**config.mk**
```make
export PLATFORM = sky130hd
export DESIGN_NAME = ppos_sqrt
export DESIGN_NICKNAME = d
export VERILOG_FILES = /design/src/rtl/core/ppos_pkg.sv /design/src/rtl/core/ppos_sqrt.sv
export SDC_FILE = /design/constraint.sdc
export NUM_CORES = 2
export LEC_CHECK = 0
export BUFFER_PORTS_ARGS = -buffer_cell sky130_fd_sc_hd__buf_2
export CORE_UTILIZATION = 45
export CTS_CLUSTER_DIAMETER = 100
export DETAILED_ROUTE_END_ITERATION = 8
export GPL_TIMING_DRIVEN = 0
export PLACE_DENSITY = 0.71
export REMOVE_ABC_BUFFERS = 1
export SLEW_MARGIN = 15
export SYNTH_ARGS = -nofsm -noshare
export SYNTH_HDL_FRONTEND = slang
export SYNTH_SLANG_ARGS = --single-unit
```
**constraint.sdc**
```tcl
create_clock -name clk -period 4.19 [get_ports clk]
set_clock_uncertainty 0.1 [all_clocks]
set_input_delay 0.419 -clock clk [delete_from_list [all_inputs] [get_ports clk]]
set_output_delay 0.419 -clock clk [all_outputs]
set_load 0.02 [all_outputs]
```
**src/rtl/core/ppos_pkg.sv**
```systemverilog
// ----------------------------------------------------------------------------
// ppos_pkg: shared constants for the point onto segment projection
// Field widths, internal datapath widths, pipeline latencies and region codes.
// ----------------------------------------------------------------------------
package ppos_pkg;

  // Coordinate and difference widths (signed Q16.8 inputs).
  localparam int COORD_W = 24;
  localparam int DIFF_W  = COORD_W + 1;
  localparam int FOOT_W  = COORD_W + 2;

  // Products of two magnitudes and their sums.
  localparam int PROD_W  = 2 * DIFF_W;
  localparam int LEN_W   = PROD_W;
  localparam int DOT_W   = LEN_W + 2;
  localparam int HALF_W  = DIFF_W;

  // Rounded quotient: numerator 2n + d over denominator 2d.
  localparam int NUM_W   = 76;
  localparam int DEN_W   = LEN_W + 1;
  localparam int QUOT_W  = 27;
  localparam int DIV_LAT = QUOT_W + 1;

  // Distances and the square root unit.
  localparam int DIST_W   = 26;
  localparam int SQ_W     = 2 * DIST_W + 1;
  localparam int ROOT_W   = 27;
  localparam int SQRT_LAT = ROOT_W + 2;
  localparam logic [DIST_W-1:0] DIST_MAX = '1;

  // Latency from an accepted beat to its result strobe.
  localparam int FRONT_LAT = 8;
  localparam int BACK_LAT  = 3;
  localparam int TOTAL_LAT = FRONT_LAT + DIV_LAT + BACK_LAT + SQRT_LAT;

  // Region codes.
  localparam logic [1:0] REG_INSIDE = 2'd0;
  localparam logic [1:0] REG_BEFORE = 2'd1;
  localparam logic [1:0] REG_PAST   = 2'd2;
  localparam logic [1:0] REG_ZERO   = 2'd3;

endpackage

```
**src/rtl/core/ppos_sqrt.sv**
```systemverilog
// ----------------------------------------------------------------------------
// ppos_sqrt: pipelined rounded square root
// One root bit per stage, then a rounding stage that also saturates.
// ----------------------------------------------------------------------------
module ppos_sqrt (
  input  logic                          clk,
  input  logic                          rst_n,
  input  logic                          in_valid,
  input  logic [ppos_pkg::SQ_W-1:0]     val,
  input  logic                          sat,
  output logic                          out_valid,
  output logic [ppos_pkg::DIST_W-1:0]   distance
);

  localparam int RW = ppos_pkg::ROOT_W;
  localparam int CW = ppos_pkg::SQ_W + 2;

  logic          vld_r  [0:RW];
  logic [CW-1:0] rem_r  [0:RW];
  logic [RW-1:0] root_r [0:RW];
  logic          sat_r  [0:RW];

  logic [CW-1:0] rem_nxt  [1:RW];
  logic [RW-1:0] root_nxt [1:RW];

  logic                          out_vld_r;
  logic [ppos_pkg::DIST_W-1:0]   dist_r;
  logic [ppos_pkg::DIST_W-1:0]   dist_nxt;

  // Stage k decides root bit RW-k against the running remainder.
  always_comb begin : p_step
    logic [CW-1:0] cand;
    cand = '0;
    for (int k = 1; k <= RW; k++) begin
      cand = (CW'(root_r[k-1]) << (RW - k + 1)) | (CW'(1) << (2 * (RW - k)));
      if (rem_r[k-1] >= cand) begin
        rem_nxt[k]  = rem_r[k-1] - cand;
        root_nxt[k] = root_r[k-1] | (RW'(1) << (RW - k));
      end else begin
        rem_nxt[k]  = rem_r[k-1];
        root_nxt[k] = root_r[k-1];
      end
    end
  end

  // Round to nearest: bump when the remainder exceeds the root.
  always_comb begin : p_round
    logic [RW:0] rnd;
    rnd = (RW+1)'(root_r[RW]) + ((rem_r[RW] > CW'(root_r[RW])) ? (RW+1)'(1) : '0);
    if (sat_r[RW] || rnd > (RW+1)'(ppos_pkg::DIST_MAX)) begin
      dist_nxt = ppos_pkg::DIST_MAX;
    end else begin
      dist_nxt = rnd[ppos_pkg::DIST_W-1:0];
    end
  end

  // Valid bits.
  always_ff @(posedge clk) begin
    if (!rst_n) begin
      for (int k = 0; k <= RW; k++) vld_r[k] <= 1'b0;
      out_vld_r <= 1'b0;
    end else begin
      vld_r[0] <= in_valid;
      for (int k = 1; k <= RW; k++) vld_r[k] <= vld_r[k-1];
      out_vld_r <= vld_r[RW];
    end
  end

  // Stage registers.
  always_ff @(posedge clk) begin
    rem_r[0]  <= CW'(val);
    root_r[0] <= '0;
    sat_r[0]  <= sat;
    for (int k = 1; k <= RW; k++) begin
      rem_r[k]  <= rem_nxt[k];
      root_r[k] <= root_nxt[k];
      sat_r[k]  <= sat_r[k-1];
    end
    dist_r <= dist_nxt;
  end

  assign out_valid = out_vld_r;
  assign distance  = dist_r;

endmodule

```
==> flow_summary.yaml <==
setup_path:
  crit_path_top_delay_cell: "or4_1"
  path_common_cell: "or4_1"
  rrSetupSlack_ns: 0.22
  endpoint_kind: "flip-flop"
  path_cells: "inv_1, ha_1, or4b_4, nor3_2, nand4b_1, o21ai_1, a221oi_4, or4_1, or4_1, xnor2_1"
  worst_ep_required_time_ns: 4.76
  cp-start-kind: "flip-flop"
  cpPeakStageDelay_ns: 0.60
  crit_fanout: 21
  worstSetupPathType: "reg2reg"
  cp.arrival_ns: 4.54
sta:
  clock.fmax_mhz: 252
  setup_ws_ns: 0.219
  relSlewSlack: 0.242
  min_period_over_period: 0.948
  hold_viol_final: 0
  drv_slew: 0
  fin_crit_ns: 3.97
  rsz0062_at_grt: "false"
  fin_tns_setup_ns: 0
  worst_pin_slew_ns: 1.12
  setup-violations-final: 0
global_route:
  grt_max_degree: 44
  grt_antenna_before_repair: 2
  grt_pass1_vias: 55500
  grt_overflow: 0
  busiest_layer: "met2"
  gr-usage-all-layers: 0.210
  use_met3: 0.0301
  grtUsageMet1: 0.236
  grt_pass1_wl_um: 293000
  met2_usage: 0.390
floorplanning:
  fp-row-count: 150
  core_um2: 168000
  die_w_um: 414
  initial_utilization: 0.455
  ios: 84
  die_h_um: 414
  die_area_um2: 171000
placement:
  port_buffers: 83
  dp_hpwl_um: 140000
  place.gp.congestion: 0.945
  dpl.cell_count: 9868
  dp_slack_ns: -1.03
  dpl_cell_area_um2: 79400
layout:
  nFillCells: 14900
  ff_latch_area_um2: 40000
  multi_input_area_um2: 34000
  final_layout_size_suffix_gt1_frac: 0.0748
  fin_cells: 10300
  nets: 8420
  n_antenna_cell: 0
  syn_to_final_growth_pct: 14.4
  finalInstanceArea_um2: 87400
yosys:
  synth_edf_count: 0
  ys_seq_elements: 1998
  syn_area_um2: 76400
  syn_area_per_cell_um2: 9.88
  synth.most_common_cell: "dfxtp_1"
  synthAdderAreaFrac: 0.0707
  synth_compound_area_frac: 0.119
  yosys.area_share.simple: 0.164
  synth_mux_area_frac: 0.00734
  ys_types: 94
  yosys-top-cells-area: "dfxtp_1, ha_1, xnor2_1"
  synth_top_family_by_area: "simple AND/OR/NAND/NOR gates"
  synth_warnings: 0
  synth_top_area_frac: 0.523
  synth_xor_area_frac: 0.0794
  synth_top_cells_by_count: "dfxtp_1, inv_1, nand2_1, nor2_1, a21oi_1"
  yosys.area.top_type: "dfxtp_1"
  synthArstFlopShare: 0
  ys.flop_type: "dfxtp_1"
  yosysSeqAreaShare: 0.523
  synth_cells: 7730
status:
  outcome: "finished, final reports clean"
pwr:
  p_leak_nw: 39.1
  ir_drop_uv: 553
  power.density_nw_per_um2: 655
  power_mw: 57.2
clock_tree:
  cts_tree: "built"
  clkSinkCount: 1998
  clk_latency_ns: 0.85
  htreeDepth: 4
  clkTransAtPathRegs_ns: 0.06
  numCtsBuffers: 195
  clock_path_buffers: 3
  cts_root_buf: "clkbuf_16"
run:
  drv_cap: 0
detailed_routing:
  drc: 0
  detail-route-antenna-nets: 0
  dr.pass1.iters: 6
  first_iter_violations: 3171
  wire_per_inst_um: 17.8
  avgViaCountPerCell: 5.38
  wirelength_um: 184000
  via_count: 55300
min_path:
  hold_class: "in2reg"
area by class of cell:
cell class / count / area share
sequential: 1998 / 0.458
clock inverter: 90 / 0.0185
timing repair buffer: 178 / 0.0163
inverter: 553 / 0.0237
tap: 2204 / 0.0316
multi-input combinational: 5005 / 0.389
clock buffer: 267 / 0.0635
cells by family (layout without fill, tap and decap cells):
group | after synthesis | count (layout)
muxes | 51 | 51
AOI/OAI and AO/OA | 1448 | 1448
other | 1 | 2
and+or+nand+nor | 2376 | 2379
xor gates and xnor gates | 693 | 693
adders and majority gates | 432 | 432
buffers and inverters | 731 | 1088
DFF | 1998 | 1998
where the power goes:
group | switching (mW) | internal [mW]
combinational | 6.68 | 5.24
clock | 7.52 | 11.3
sequential | 3.50 | 23.0
through the flow:
stage	util	hold WS [ns]
2_1_floorplan	-	0.210
3_3_place_gp	0.470	0.210
3_5_place_dp	0.473	0.212
4_1_cts	0.520	0.0253
5_1_grt	0.521	0.0475
6_report	0.521	0.0951
worst max-delay path: cells and delay by family, from the launching register on:
kind                     cells  cell delay (ns)
AND/OR/NAND/NOR              5             2.21
adder cells (fa/ha/maj)      1             0.47
AO/OA/AOI/OAI                2             0.44
flip-flops                   1             0.35
XOR/XNOR                     1             0.15
buffers and inverters        1             0.05
repair_timing:
| action | in CTS | in global routing |
|---|---|---|
| setup endpoints to repair | 66 | 59 |
| resized for setup | 15 | 13 |
| pin swaps | 5 | 2 |
| hold buffers | 57 | 0 |
| buffers inserted | 9 | 1 |
| gates cloned | 3 | 0 |
| endpoints found under the hold margin | 83 | 0 |
worst paths after layout:
kind,from,cells after the start,to
setup / recovery,root_r[1][53],10,rem_r[1][152]
hold / removal,val[24],2,rem_r[0][24]
setup reg to reg,root_r[1][53],10,rem_r[1][152]
hold reg to reg,sat_r[0][14],0,sat_r[0][15]
registers in the layout, indices dropped and copies added (netlist names):
name,flops
root_r,378
out_valid,1
vld_r,28
rem_r,1537
distance,26
sat_r,28
cell usage in the layout (no fill, tap or decap), types with 42 or more instances in the layout:
cell type / instances
dfxtp_1: 1996
inv_1: 550
nand2_1: 515
nor2_1: 459
a21oi_1: 439
ha_1: 431
xnor2_1: 376
o21ai_0: 355
xor2_1: 317
nor4_1: 258
nor3_1: 211
clkbuf_16: 195
a21o_1: 171
nand4_1: 165
nand3_1: 139
or3_1: 91
buf_2: 91
nand2b_1: 82
or4_1: 69
dlygate4sd3_1: 57
and2_1: 56
o21a_1: 55
nor2b_1: 53
a211oi_1: 50
a31oi_1: 50
nor4b_1: 47
o31ai_1: 47
o21bai_1: 42
routing by layer:
layer  vias up  part of all wire
met1     26100              0.41
met5         -          0.000065
li1      27500                 -
met3       410             0.040
met4         2             0.042
met2      1355              0.51
Power figures use the tool's default switching activity.
